$ cat src/wdld_pkg.sv
// Shared types, constants and state codes for the window label density block.
package wdld_pkg;

    localparam int WINDOW_SIDE_DEF = 70;
    localparam int LABEL_BITS_DEF  = 16;

    localparam int IN_LABEL_W = 16;
    localparam int STAGE_W    = 2;
    localparam int COUNT_W    = 13;
    localparam int SUM_W      = COUNT_W + 1;
    localparam int FRAC_W     = 16;
    localparam int DIVIDEND_W = SUM_W + FRAC_W;
    localparam int DENSITY_W  = 20;

    localparam logic [STAGE_W-1:0] STAGE_SMALL = 2'd2;

    localparam int EPOCH_W    = 8;
    localparam int FIFO_DEPTH = 2;

    typedef struct packed {
        logic [IN_LABEL_W-1:0] pixel_label;
        logic [STAGE_W-1:0]    pixel_stage;
        logic                  center_stage_zero;
        logic                  last_pixel;
    } t_in;

    typedef struct packed {
        logic [COUNT_W-1:0]   distinct_cells;
        logic [COUNT_W-1:0]   small_pixels;
        logic [DENSITY_W-1:0] density_q16;
    } t_out;

    typedef struct packed {
        logic is_small;
        logic quarter;
        logic last;
    } t_work_ctl;

    typedef struct packed {
        logic [COUNT_W-1:0] distinct_cnt;
        logic [COUNT_W-1:0] small_cnt;
        logic               quarter;
    } t_job;

    typedef struct packed {
        logic sweeping;
        logic issue;
    } t_back_stat;

    typedef enum logic {
        BK_SWEEP,
        BK_RUN
    } t_back_state;

    typedef enum logic [2:0] {
        DV_IDLE,
        DV_MUL,
        DV_CHK,
        DV_FIX,
        DV_DONE
    } t_div_state;

endpackage

$ cat src/wdld_front.sv
// Front end: accepts pixel beats, classifies them and queues them for the back end.
module wdld_front #(
    parameter int LABEL_BITS = 16
) (
    input  logic                  i_clk,
    input  logic                  i_rst_n,
    input  logic                  i_in_valid,
    output logic                  o_in_ready,
    input  wdld_pkg::t_in         i_in,
    output logic                  o_wk_valid,
    input  logic                  i_wk_ready,
    output logic [LABEL_BITS-1:0] o_wk_label,
    output wdld_pkg::t_work_ctl   o_wk_ctl
);

    import wdld_pkg::*;

    localparam int PTR_W = (FIFO_DEPTH > 1) ? $clog2(FIFO_DEPTH) : 1;
    localparam int CNT_W = $clog2(FIFO_DEPTH + 1);

    logic [LABEL_BITS-1:0] r_lbl [FIFO_DEPTH];
    t_work_ctl             r_ctl [FIFO_DEPTH];
    logic [PTR_W-1:0]      r_wr_ptr, n_wr_ptr;
    logic [PTR_W-1:0]      r_rd_ptr, n_rd_ptr;
    logic [CNT_W-1:0]      r_count, n_count;

    logic      push, pop;
    t_work_ctl in_ctl;

    always_comb begin
        in_ctl.is_small = (i_in.pixel_stage == STAGE_SMALL);
        in_ctl.quarter  = i_in.center_stage_zero;
        in_ctl.last     = i_in.last_pixel;
    end

    assign o_in_ready = (r_count != CNT_W'(FIFO_DEPTH));
    assign push       = i_in_valid && o_in_ready;
    assign o_wk_valid = (r_count != '0);
    assign pop        = o_wk_valid && i_wk_ready;
    assign o_wk_label = r_lbl[r_rd_ptr];
    assign o_wk_ctl   = r_ctl[r_rd_ptr];

    always_comb begin
        n_wr_ptr = r_wr_ptr;
        n_rd_ptr = r_rd_ptr;
        if (push) begin
            n_wr_ptr = (r_wr_ptr == PTR_W'(FIFO_DEPTH - 1)) ? '0 : r_wr_ptr + 1'b1;
        end
        if (pop) begin
            n_rd_ptr = (r_rd_ptr == PTR_W'(FIFO_DEPTH - 1)) ? '0 : r_rd_ptr + 1'b1;
        end
        n_count = r_count + CNT_W'(push) - CNT_W'(pop);
    end

    always_ff @(posedge i_clk) begin
        if (!i_rst_n) begin
            r_wr_ptr <= '0;
            r_rd_ptr <= '0;
            r_count  <= '0;
        end else begin
            r_wr_ptr <= n_wr_ptr;
            r_rd_ptr <= n_rd_ptr;
            r_count  <= n_count;
        end
    end

    // mask or widen the label to the bitmap's address width
    always_ff @(posedge i_clk) begin
        if (push) begin
            r_lbl[r_wr_ptr] <= LABEL_BITS'(i_in.pixel_label);
            r_ctl[r_wr_ptr] <= in_ctl;
        end
    end

endmodule

$ cat config.mk
export PLATFORM = sky130hd
export DESIGN_NAME = wdld_front
export DESIGN_NICKNAME = d
export VERILOG_FILES = /design/src/wdld_pkg.sv /design/src/wdld_front.sv
export SDC_FILE = /design/constraint.sdc
export NUM_CORES = 1
export LEC_CHECK = 0
export ABC_CLOCK_PERIOD_IN_PS = 3150
export CAP_MARGIN = 20
export CORE_UTILIZATION = 24
export DETAILED_ROUTE_END_ITERATION = 10
export DONT_BUFFER_PORTS = 1
export HOLD_SLACK_MARGIN = 0.12
export MAX_ROUTING_LAYER = met4
export RECOVER_POWER = 25
export SYNTH_ARGS = -nofsm -noshare
export SYNTH_HDL_FRONTEND = slang
export SYNTH_SLANG_ARGS = --single-unit
$ cat constraint.sdc
create_clock -name i_clk -period 3.15 [get_ports i_clk]
set_input_delay 0.63 -clock i_clk [delete_from_list [all_inputs] [get_ports i_clk]]
set_output_delay 0.63 -clock i_clk [all_outputs]
set_load 0.005 [all_outputs]
Word level (Yosys, flattened, before mapping)
Memories as Yosys holds them, arrays and structs flattened. A register that Yosys moved wholly into a read port is not among the register bits. Cells that the tools add are included.

Bits in writable memories: 38. Register bits after elaboration: 4. Memories kept: 2.

Eq/ne operators: 2. Reduce and logical (&&, ||, !) cells: 3. $add $sub $neg: 4. Muxes and demuxes: 8.

Memory list: r_lbl (depth 2, bits a word 16, rd ports 1, clocked after memory_dff 1, wr ports 1, RTL line wdld_front.sv:21) `logic [LABEL_BITS-1:0] r_lbl [FIFO_DEPTH];`; r_ctl (depth 2, bits a word 3, rd ports 1, clocked after memory_dff 1, wr ports 1, RTL line wdld_front.sv:22) `t_work_ctl r_ctl [FIFO_DEPTH];`.

Operators by type and width (number): $mux 1 (8); $add 1x1->1 const B (2); $add 2x1->2 (1); $eq 2x2->1 const B (1); $logic_and 1x1->1 (2); $ne 2x2->1 const B (1); $reduce_bool 2->1 (1); $sub 2x1->2 (1).

Depth between registers and ports, before layout
Word-level depth: 4. Mapped depth: 6. Mapped depth without buffers: 6.

Worst setup path before layout
No wires, ideal clock.

Path kind: reg-to-output. Start: register (tool-made name). End: output o_wk_ctl[0] (netlist bit). Arrival time: 923 ps. Path slack: 1597 ps. Stages on the path, launching flop included: 4. Cell sequence: dfxtp_1 -> buf_4 -> buf_6 -> mux2_2.

RTL lines: end, declared (RTL line wdld_front.sv:13) `output wdld_pkg::t_work_ctl o_wk_ctl`.

==> run metrics <==
postcts setup bufs 0; # DRC 5; post-synthesis cell count 89; failing checks DRC; vias in the first global route 836; fraction of power spent switching nets 24.9%; I/O pin total 45; met2 global-route usage 14.2%; Final TNS setup 0 ps; EDFF count, synth 38; Worst Tran Pin Value 914 ps; outcome finished with violations; WP depth 1; area of placed instances 1720 um^2; Yosys warning total 0; Static Leak 0.597 nW; top cell type by total area after synthesis edfxtp_1; max-slew violation count 0; Total Power 0.00126 W; Reg area 1240 um^2; CTS sink cnt 43; Tmin final 2220 ps; fin util 27.8%; Internal 0.000949 W; ranking of synthesized cells by area edfxtp_1, mux2_2, dfxtp_1; CP Capture Type primary output; Hold Path Stages 0; Clock power frac 25.5%; Root Driver clkbuf_8; Wirelength per Cell 16.3 um; CP bufs+invs 0; Seq cells post-synth 43; syn_nets 114; DRT iter0 DRCs 19; Seq pwr share 59.4%; largest net degree at the start of global routing 20; Post-synth ARST share 0%; full die area 7180 um^2; post-route design area 1800 um^2; Setup violations, final 0; PostCTS Resize Cnt 0; gpl congestion 0.659; initial cell density of the core 25.3%; grt ovf 0; detailed-route wire length 2.80 mm; chip width 84.7 um; critical path's top delay family flip-flops; Port Buf Inserts 0; final worst setup slack 927 ps; met3 Use GR 5.90%; antenna-violating nets left 0; GRT busiest layer met2; Crit Path Category flip-flop to primary output; sequential share of the synthesized area 75.6%; first-pass GRT wire length 4.46 mm; Reg2Reg Depth 2; Gate power share 15.2%; synth cell count leaders edfxtp_1, mux2_2, dfxtp_1; HP Class input pin to flip-flop; Worst-path clk slew 80 ps; synthesis-to-layout area growth 9.82%; Hold Buf Count CTS 0; share of layout cells above drive strength 1 28.4%; Clock Path Buffers 2; CP max stage cell dfxtp_1; Worst setup SP type flip-flop; Crit path required time 2520 ps; cell area after synthesis 1640 um^2; Final Hold Violating Endpoints 0; drt first pass iters 7; arrival time at the worst endpoint 1590 ps; Vias/cell 4.30; switching pwr 0.000314 W; H-Tree Depth 2; nets 119; met1 Track Usage GR 8.21%; Slew headroom 39.1%; top-count cell post-synth edfxtp_1; crit-path cells mux2_2; Filler Cell Count 620; CP max stage delay 860 ps; Primary FF master, synth edfxtp_1; Core Region 6490 um^2; Avg Cell Area, Syn 18.5 um^2; worst slack, placed 1180 ps; Peak VDD IR 0.160 mV; Power Density 700 nW/um^2; Clock Latency Late Sink 280 ps; period utilization 70.6%; All-Layer GR Usage 8.75%; Worst Clk Skew 2.95 ps; Yosys cell types 25; top-area cell type share of the netlist area 69.5%; Num CTS Buffers 5; diode count 0; RSZ-0062 raised after global routing false; via count 740; Worst Path Max Fanout 19; Fmax achieved 0.450 GHz; FP Rows 29; CTS tree built; Multi-input gate area 379 um^2; Die Y 84.7 um; antenna violations before repair 0; Max Cap Viol 0
[path summary, 6_finish.rpt]
check | start | to | slack (ps)
setup / recovery | flip-flop | o_wk_label[14] | 930
hold / removal | i_in[6] | r_lbl[1][2] | 430
setup reg to reg | r_count[0] | r_lbl[1][0] | 1290
hold reg to reg | r_rd_ptr | flip-flop | 610
[cell type report]
type	instances	area share [%]
sequential	43	68.8
multi-input combinational	43	21.0
tap	77	5.34
clock buffer	5	3.81
clock inverter	3	0.832
inverter	1	0.208
[stage by stage]
step | cells | hold slack, ps
2_1_floorplan | 89 | 522
3_3_place_gp | 164 | 544
3_5_place_dp | 164 | 590
4_1_cts | 172 | 418
5_1_grt | 172 | 412
6_report | 172 | 433
[power groups by stage]
stage	sequential, W	combinational (W)	clock, W
final	0.000750	0.000191	0.000322
after global routing	0.000762	0.000211	0.000363
after CTS	0.000753	0.000196	0.000340
after detailed placement	0.000766	0.000194	0
after global placement	0.000758	0.000186	0
after floorplan	0.000727	0.000192	0
[flip-flops by register name (all words and copies together), names as in the netlist, named ones only]
name	flops
r_lbl	32
r_ctl	6
r_count	2
r_rd_ptr	1
r_wr_ptr	1
[per-layer routing]
metal  wire length, um  share of wire [%]  up-vias
li1                  -                  -      346
met1               952                 34      351
met2              1400                 50       39
met3               406                 15        4
met4                36                1.3        0
met5                 0                  0        -
[kinds of logic (layout without fill, tap and decap cells)]
family,Yosys count,in the layout,synth area share [%]
compound gates,7,7,3.27
xor+xnor,1,1,0.533
fa+ha+maj,1,1,0.761
buf+inv,3,9,1.37
flops,43,43,75.6
mux,20,20,13.6
simple gates,14,14,4.87
[cell usage in the layout (no fill, tap or decap), types with 2 or more instances in the layout]
cell type  synthesis  final
and2_1             3      3
edfxtp_1          38     38
dfxtp_1            5      5
clkinv_2           0      3
nand2b_1           2      2
clkbuf_8           0      5
mux2_2            18     18
nor2_1             2      2
a21bo_1            2      2
nor2b_1            2      2
No activity file was read; power rests on OpenSTA's default activity.
