[src/wdld_pkg.sv]
// Shared types, constants and state codes for the window label density block.
package wdld_pkg;

    localparam int WINDOW_SIDE_DEF = 70;
    localparam int LABEL_BITS_DEF  = 16;

    localparam int IN_LABEL_W = 16;
    localparam int STAGE_W    = 2;
    localparam int COUNT_W    = 13;
    localparam int SUM_W      = COUNT_W + 1;
    localparam int FRAC_W     = 16;
    localparam int DIVIDEND_W = SUM_W + FRAC_W;
    localparam int DENSITY_W  = 20;

    localparam logic [STAGE_W-1:0] STAGE_SMALL = 2'd2;

    localparam int EPOCH_W    = 8;
    localparam int FIFO_DEPTH = 2;

    typedef struct packed {
        logic [IN_LABEL_W-1:0] pixel_label;
        logic [STAGE_W-1:0]    pixel_stage;
        logic                  center_stage_zero;
        logic                  last_pixel;
    } t_in;

    typedef struct packed {
        logic [COUNT_W-1:0]   distinct_cells;
        logic [COUNT_W-1:0]   small_pixels;
        logic [DENSITY_W-1:0] density_q16;
    } t_out;

    typedef struct packed {
        logic is_small;
        logic quarter;
        logic last;
    } t_work_ctl;

    typedef struct packed {
        logic [COUNT_W-1:0] distinct_cnt;
        logic [COUNT_W-1:0] small_cnt;
        logic               quarter;
    } t_job;

    typedef struct packed {
        logic sweeping;
        logic issue;
    } t_back_stat;

    typedef enum logic {
        BK_SWEEP,
        BK_RUN
    } t_back_state;

    typedef enum logic [2:0] {
        DV_IDLE,
        DV_MUL,
        DV_CHK,
        DV_FIX,
        DV_DONE
    } t_div_state;

endpackage

[src/wdld_div.sv]
// Density unit: divide by the window area through a constant reciprocal, result register.
module wdld_div #(
    parameter int WINDOW_SIDE = 70
) (
    input  logic           i_clk,
    input  logic           i_rst_n,
    input  logic           i_job_valid,
    output logic           o_job_ready,
    input  wdld_pkg::t_job i_job,
    output logic           o_out_valid,
    input  logic           i_out_ready,
    output wdld_pkg::t_out o_out
);

    import wdld_pkg::*;

    localparam int AREA         = WINDOW_SIDE * WINDOW_SIDE;
    localparam int QUARTER_AREA = AREA / 4;
    localparam int DV_W         = $clog2(AREA + 1);
    localparam int RECIP_W      = DIVIDEND_W + 1;
    // the sum stays below 2^EST_SHIFT, so the estimate is short by at most one
    localparam int EST_SHIFT    = DIVIDEND_W - FRAC_W;
    localparam int PROD_W       = EST_SHIFT + DIVIDEND_W;

    localparam logic [RECIP_W-1:0] RECIP_AREA    =
        RECIP_W'((longint'(1) << DIVIDEND_W) / longint'(AREA));
    localparam logic [RECIP_W-1:0] RECIP_QUARTER =
        RECIP_W'((longint'(1) << DIVIDEND_W) / longint'(QUARTER_AREA));

    t_div_state            r_state, n_state;
    logic [DV_W-1:0]       r_divisor;
    logic [RECIP_W-1:0]    r_recip;
    logic [SUM_W-1:0]      r_sum;
    logic [DIVIDEND_W-1:0] r_qest;
    logic [DIVIDEND_W-1:0] r_qd;
    logic [DENSITY_W-1:0]  r_dens;
    logic [COUNT_W-1:0]    r_distinct;
    logic [COUNT_W-1:0]    r_small;

    logic                  start;
    logic [SUM_W-1:0]      sum;
    logic [PROD_W-1:0]     prod;
    logic [DIVIDEND_W-1:0] num, rem, q_fix;
    logic                  ge;

    always_comb begin
        o_job_ready = (r_state == DV_IDLE);
        o_out_valid = (r_state == DV_DONE);
    end

    always_comb begin
        start = i_job_valid && o_job_ready;
        sum   = {1'b0, i_job.distinct_cnt} + {1'b0, i_job.small_cnt};
        prod  = PROD_W'(r_sum) * PROD_W'(r_recip);
        num   = {r_sum, FRAC_W'(0)};
        rem   = num - r_qd;
        ge    = (rem >= DIVIDEND_W'(r_divisor));
        q_fix = r_qest + DIVIDEND_W'(ge);
    end

    always_comb begin
        n_state = r_state;
        unique case (r_state)
            DV_IDLE: if (start) n_state = DV_MUL;
            DV_MUL:  n_state = DV_CHK;
            DV_CHK:  n_state = DV_FIX;
            DV_FIX:  n_state = DV_DONE;
            DV_DONE: if (i_out_ready) n_state = DV_IDLE;
            default: n_state = DV_IDLE;
        endcase
    end

    always_comb begin
        o_out.distinct_cells = r_distinct;
        o_out.small_pixels   = r_small;
        o_out.density_q16    = r_dens;
    end

    always_ff @(posedge i_clk) begin
        if (!i_rst_n) begin
            r_state <= DV_IDLE;
        end else begin
            r_state <= n_state;
        end
    end

    always_ff @(posedge i_clk) begin
        if (start) begin
            r_distinct <= i_job.distinct_cnt;
            r_small    <= i_job.small_cnt;
            r_sum      <= sum;
            r_divisor  <= i_job.quarter ? DV_W'(QUARTER_AREA) : DV_W'(AREA);
            r_recip    <= i_job.quarter ? RECIP_QUARTER : RECIP_AREA;
        end
        // estimate the quotient, then check it against the divisor once
        if (r_state == DV_MUL) begin
            r_qest <= DIVIDEND_W'(prod >> EST_SHIFT);
        end
        if (r_state == DV_CHK) begin
            r_qd <= r_qest * DIVIDEND_W'(r_divisor);
        end
        if (r_state == DV_FIX) begin
            // clamp to the Q4.16 range
            r_dens <= (|q_fix[DIVIDEND_W-1:DENSITY_W]) ? '1 : q_fix[DENSITY_W-1:0];
        end
    end

endmodule

[config.mk]
export PLATFORM = sky130hd
export DESIGN_NAME = wdld_div
export DESIGN_NICKNAME = d
export VERILOG_FILES = /design/src/wdld_pkg.sv /design/src/wdld_div.sv
export SDC_FILE = /design/constraint.sdc
export NUM_CORES = 1
export LEC_CHECK = 0
export ABC_CLOCK_PERIOD_IN_PS = 7600
export CAP_MARGIN = 30
export CORE_UTILIZATION = 60
export DETAILED_ROUTE_END_ITERATION = 7
export DONT_BUFFER_PORTS = 1
export PLACE_DENSITY = 0.76
export SLEW_MARGIN = 25
export SYNTH_ARGS = -nofsm -noshare
export SYNTH_HDL_FRONTEND = slang
export SYNTH_SLANG_ARGS = --single-unit
[constraint.sdc]
create_clock -name i_clk -period 7.6 [get_ports i_clk]
set_input_delay 1.52 -clock i_clk [delete_from_list [all_inputs] [get_ports i_clk]]
set_output_delay 1.52 -clock i_clk [all_outputs]
set_load 0.05 [all_outputs]
# After elaboration in Yosys (flattened, before gate mapping)
# Index checks and enable logic that the tools add are counted.
# word_totals
elab_cells	30
rom_bits	0
register_bits	167
latchBits	0
n_memories	0
ram_bits	0
inputBits	31
out_inout_bits	48
# classes
n_mux	5
order_cmp	1
bitwise	0
add_sub_neg	3
div	0
shift	0
n_reduce_logical	4
n_mul	2
n_eq_ne	6
# ops
op	count
14-bit by 31-bit multiplier with 44-bit output	1
30-bit by 1-bit adder with 30-bit output	1
30-bit by 13-bit greater-or-equal comparator with 1-bit output	1
30-bit by 13-bit multiplier with 30-bit output	1
30-bit subtractor	1
20-bit two-way mux	1
3-bit case mux with 5 select lines	1
13-bit by 13-bit adder with 14-bit output	1
13-bit two-way mux	1
10-bit OR reduction	1
3-bit by 2-bit equality test with 1-bit output (second input constant)	2
3-bit two-way mux	2
2-bit by 1-bit inequality test with 1-bit output (second input constant)	2
3-bit by 1-bit equality test with 1-bit output (second input constant)	1
3-bit equality test (second input constant)	1
3-bit logical NOT	1
2-bit AND reduction	1
1-bit logical AND	1

# Longest topological paths before layout
# logic_depth
depth_word	4
ltp_mapped	28

# Worst setup path after synthesis
# No wires, ideal clock.
# synth_timing
kind	register -> register
startpoint	register r_sum[7]
endpoint	register r_qest[18], data pin
path_stages_with_launch	22
slack_ns	1.384
setup_time_ns	0.258
n_path_buf	0
t_arrival_ns	5.959
period_less_slack_ns	6.216
path_cell_list	edfxtp_1 and2_1 fa_1 fa_1 inv_1 fa_1 inv_1 fa_1 inv_1 fa_1 fa_1 inv_1 ha_1 a211oi_2 o21ai_1 a311oi_2 a311oi_2 a311o_2 and2_4 and3_4 a21oi_2 xnor2_1
# synth_via
elab_chain_len	1
# synth_rtl
element	line	source
start, declared	wdld_div.sv:33	logic [SUM_W-1:0] r_sum;
start signal, assigned	wdld_div.sv:91	r_sum <= sum;
14-bit by 31-bit multiplier with 44-bit output	wdld_div.sv:54	prod = PROD_W'(r_sum) * PROD_W'(r_recip);
named net prod[32]	wdld_div.sv:42	logic [PROD_W-1:0] prod;
end signal, assigned	wdld_div.sv:97	r_qest <= DIVIDEND_W'(prod >> EST_SHIFT);
end, declared	wdld_div.sv:34	logic [DIVIDEND_W-1:0] r_qest;
# The timed path passes the listed nets, and every way through them passes these cells.
# A chain may end at the register's enable or synchronous reset.

==> reports/results.tsv <==
stage	metric	value	unit
global_route	grt_overflow	0	
job	cap_viol_max_count	0	
yosys	syn_inst	1750	
global_route	grt_pass1_vias	13000	
final_layout	diodes	0	
clock_network	root_buffer	clkbuf_16	
routing	vias	11900	
routing	wl	40200	um
sta	post-route-min-period	6.87	ns
yosys	synth_edf_count	115	
yosys	syn_avg_cell_area	10.4	um^2
global_route	antenna_found_initial	0	
floorplanning	ios	79	
sta	finalWorstSetupSlack	0.728	ns
clock_network	clk_pin_slew	0.07	ns
clock_network	hold_buffers	0	
global_route	grt_max_degree	43	
final_layout	fill_cells	2353	
floorplanning	initial_core_util	0.612	
yosys	ys_seq_area_frac	0.193	
clock_network	cts_setup_buffers	0	
final_layout	area_growth	6.06	%
clock_network	cts.sinks	118	
sta	setup_viol	0	
sta	finalClockSkew	0.0164	ns
floorplanning	num_rows	63	
clock_network	h-tree-depth	4	
final_layout	drive_above_1_share	0.0348	
yosys	synth-simple-area-share	0.0868	
sta	final_hold_viol_count	0	
sta	report.final.slew_viol_count	0	
sta	rsz0062_at_grt	false	
yosys	synth_cell_types	69	
floorplanning	die_h	176	um
placed_design	routabilityCongestion	0.924	
outcome	status	finished clean	
placed_design	dp_hpwl	34600	um
sta	tightest_slew	0.889	ns
routing	drtIter0Drc	770	
setup_path	r2r_cells	23	
routing	antenna_left	0	
yosys	yosys.area_share.adder	0.514	
floorplanning	fp.dieW	176	um
setup_path	cp_max_fo	13	
yosys	synth_xor_area_frac	0.0408	
final_layout	finish.utilization	0.649	
yosys	synthMuxAreaShare	0.00110	
yosys	ys_warn_count	0	
worst_hold_path	holdCritPathClass	reg -> reg	
sta	finalCritPeriodShare	0.904	
routing	wl_per_cell	18.5	um
yosys	synth_area	18200	um^2
yosys	synthArstFlopShare	0	
floorplanning	die_area	31100	um^2
yosys	synth_top_area_cell	fa_1	
yosys	synth_top_family_by_area	adder cells	
setup_path	cp-end-kind	register	
yosys	synth_nets	2342	
clock_network	cts_buffer_depth	2	
sta	hold_ws	0.577	ns
routing	firstDrtPassIters	5	
placed_design	place_ws	0.781	ns
setup_path	critPathKind	reg -> reg	
global_route	grt_pass1_wl	66600	um
routing	viasPerCell	5.48	
yosys	ys_ff_latch	118	
yosys	synth_top_area_share	0.343	
clock_network	cts_tree	built	
placed_design	io_buffers	0	
worst_hold_path	hold_depth	1	
sta	fin_setup_tns	0	ns
setup_path	cp-start-kind	register	
floorplanning	core	29800	um^2
final_layout	nets	2359	
yosys	synth_area_leaders	fa_1 (34%), edfxtp_1 (19%), ha_1 (17%)	
global_route	grt_usage	0.283	
setup_path	cp.arrival	7.05	ns
routing	drc	0	
setup_path	worstPathRequired	7.78	ns
yosys	synth_compound_area_frac	0.0622	
clock_network	ctsResizeCount	0	
sta	slew_headroom	0.404	
clock_network	cts-buffers-inserted	17	
yosys	synth_flop_cell	edfxtp_1	
sta	fmax	146	MHz
clock_network	clock_latency	0.44	ns
## routing by layer
metal | part of all wire | vias to the layer above | GRT usage
li1 | - | 5550 | -
met3 | 0.063 | 55 | 0.0547
met2 | 0.48 | 352 | 0.466
met1 | 0.43 | 5942 | 0.379
met4 | 0.026 | 0 | 0.0912
met5 | 0 | - | 0
## worst paths after layout
path                           start                 endpoint  slack, ns
max           r_divisor[9]$_DFFE_PP_     r_qest[20]$_DFFE_PP_       0.73
min          r_state[2]$_SDFFE_PN0P_  r_state[0]$_SDFFE_PN0P_       0.58
max reg2reg   r_divisor[9]$_DFFE_PP_     r_qest[20]$_DFFE_PP_       0.73
min reg2reg  r_state[2]$_SDFFE_PN0P_  r_state[0]$_SDFFE_PN0P_       0.58
## cells in the mapped netlist (all sizes together) (4+ instances only)
cell	count
a211o	5
a211oi	6
a21boi	6
a21o	16
a21oi	39
a31oi	11
and2	36
and3	5
buf	4
clkbuf	7
edfxtp	115
fa	313
ha	248
inv	487
nand2	88
nand2b	15
nand3	18
nand4	11
nor2	79
nor2b	8
nor3	33
nor3b	6
nor4	5
o211ai	4
o21a	13
o21ai	34
o21bai	8
or3	4
xnor2	63
xor2	22
## sequential cells by signal (all words and copies together) (netlist names)
signal,count
r_dens,20
r_distinct,13
r_qest,23
r_sum,14
r_divisor,2
r_qd,30
r_small,13
r_state,3
## per-stage QoR
stage | instances | area (um^2)
after floorplan | 1750 | 18200
after global placement | 2138 | 18800
after detailed placement | 2138 | 18800
after CTS | 2170 | 19300
after global routing | 2170 | 19400
final | 2170 | 19400
## worst max-delay path, cell delays in order, from the launching register on
cell and delay, ns:
edfxtp_1 0.35, clkinv_1 0.43, nor2_1 0.41, fa_1 0.50, fa_1 0.42, inv_1 0.09, fa_1 0.38, inv_1 0.08
fa_1 0.44, fa_1 0.54, inv_1 0.05, fa_1 0.52, inv_1 0.04, ha_1 0.21, a211oi_2 0.22, o21ai_1 0.13
a311oi_2 0.40, a311oi_2 0.14, buf_4 0.19, a311o_2 0.45, a32oi_2 0.23, nand2b_1 0.13, a21oi_2 0.17, xnor2_1 0.08
## cell families after synthesis
| group | Yosys count |
|---|---|
| adder cells (fa/ha/maj) | 561 |
| buffers and inverters | 499 |
| AND/OR/NAND/NOR | 319 |
| AO/OA/AOI/OAI | 166 |
| flip-flops | 118 |
| XOR/XNOR | 85 |
| multiplexers | 2 |
## cell type report
cell class              instances  area, um^2  share of cell area
clock buffers                  17         425              0.0220
flip-flops and latches        118        3510               0.182
multi-input cells            1133       12900               0.666
clock inverters                15         145             0.00750
inverters                     488        1830              0.0947
repair buffers                  9        67.6             0.00349
well taps                     390         488              0.0252
## layout by cell type (no fill, tap or decap), types with 5 or more instances in the layout
| cell type | instances |
|---|---|
| nand4_1 | 11 |
| clkbuf_16 | 17 |
| ha_1 | 248 |
| a211oi_1 | 5 |
| buf_4 | 9 |
| edfxtp_1 | 115 |
| xnor2_1 | 63 |
| nand3_1 | 18 |
| inv_1 | 487 |
| fa_1 | 313 |
| and2_1 | 33 |
| o21a_1 | 13 |
| nor2b_1 | 8 |
| a21o_1 | 16 |
| a21boi_0 | 6 |
| nor2_1 | 79 |
| nor3_1 | 31 |
| o21ai_0 | 32 |
| nand2_1 | 87 |
| a21oi_1 | 37 |
| xor2_1 | 22 |
| a31oi_1 | 10 |
| nand2b_1 | 15 |
| o21bai_1 | 8 |
| a211o_1 | 5 |
Power is not shown: default switching activity piles up to over one toggle a cycle in this logic, so the estimate is an artifact.
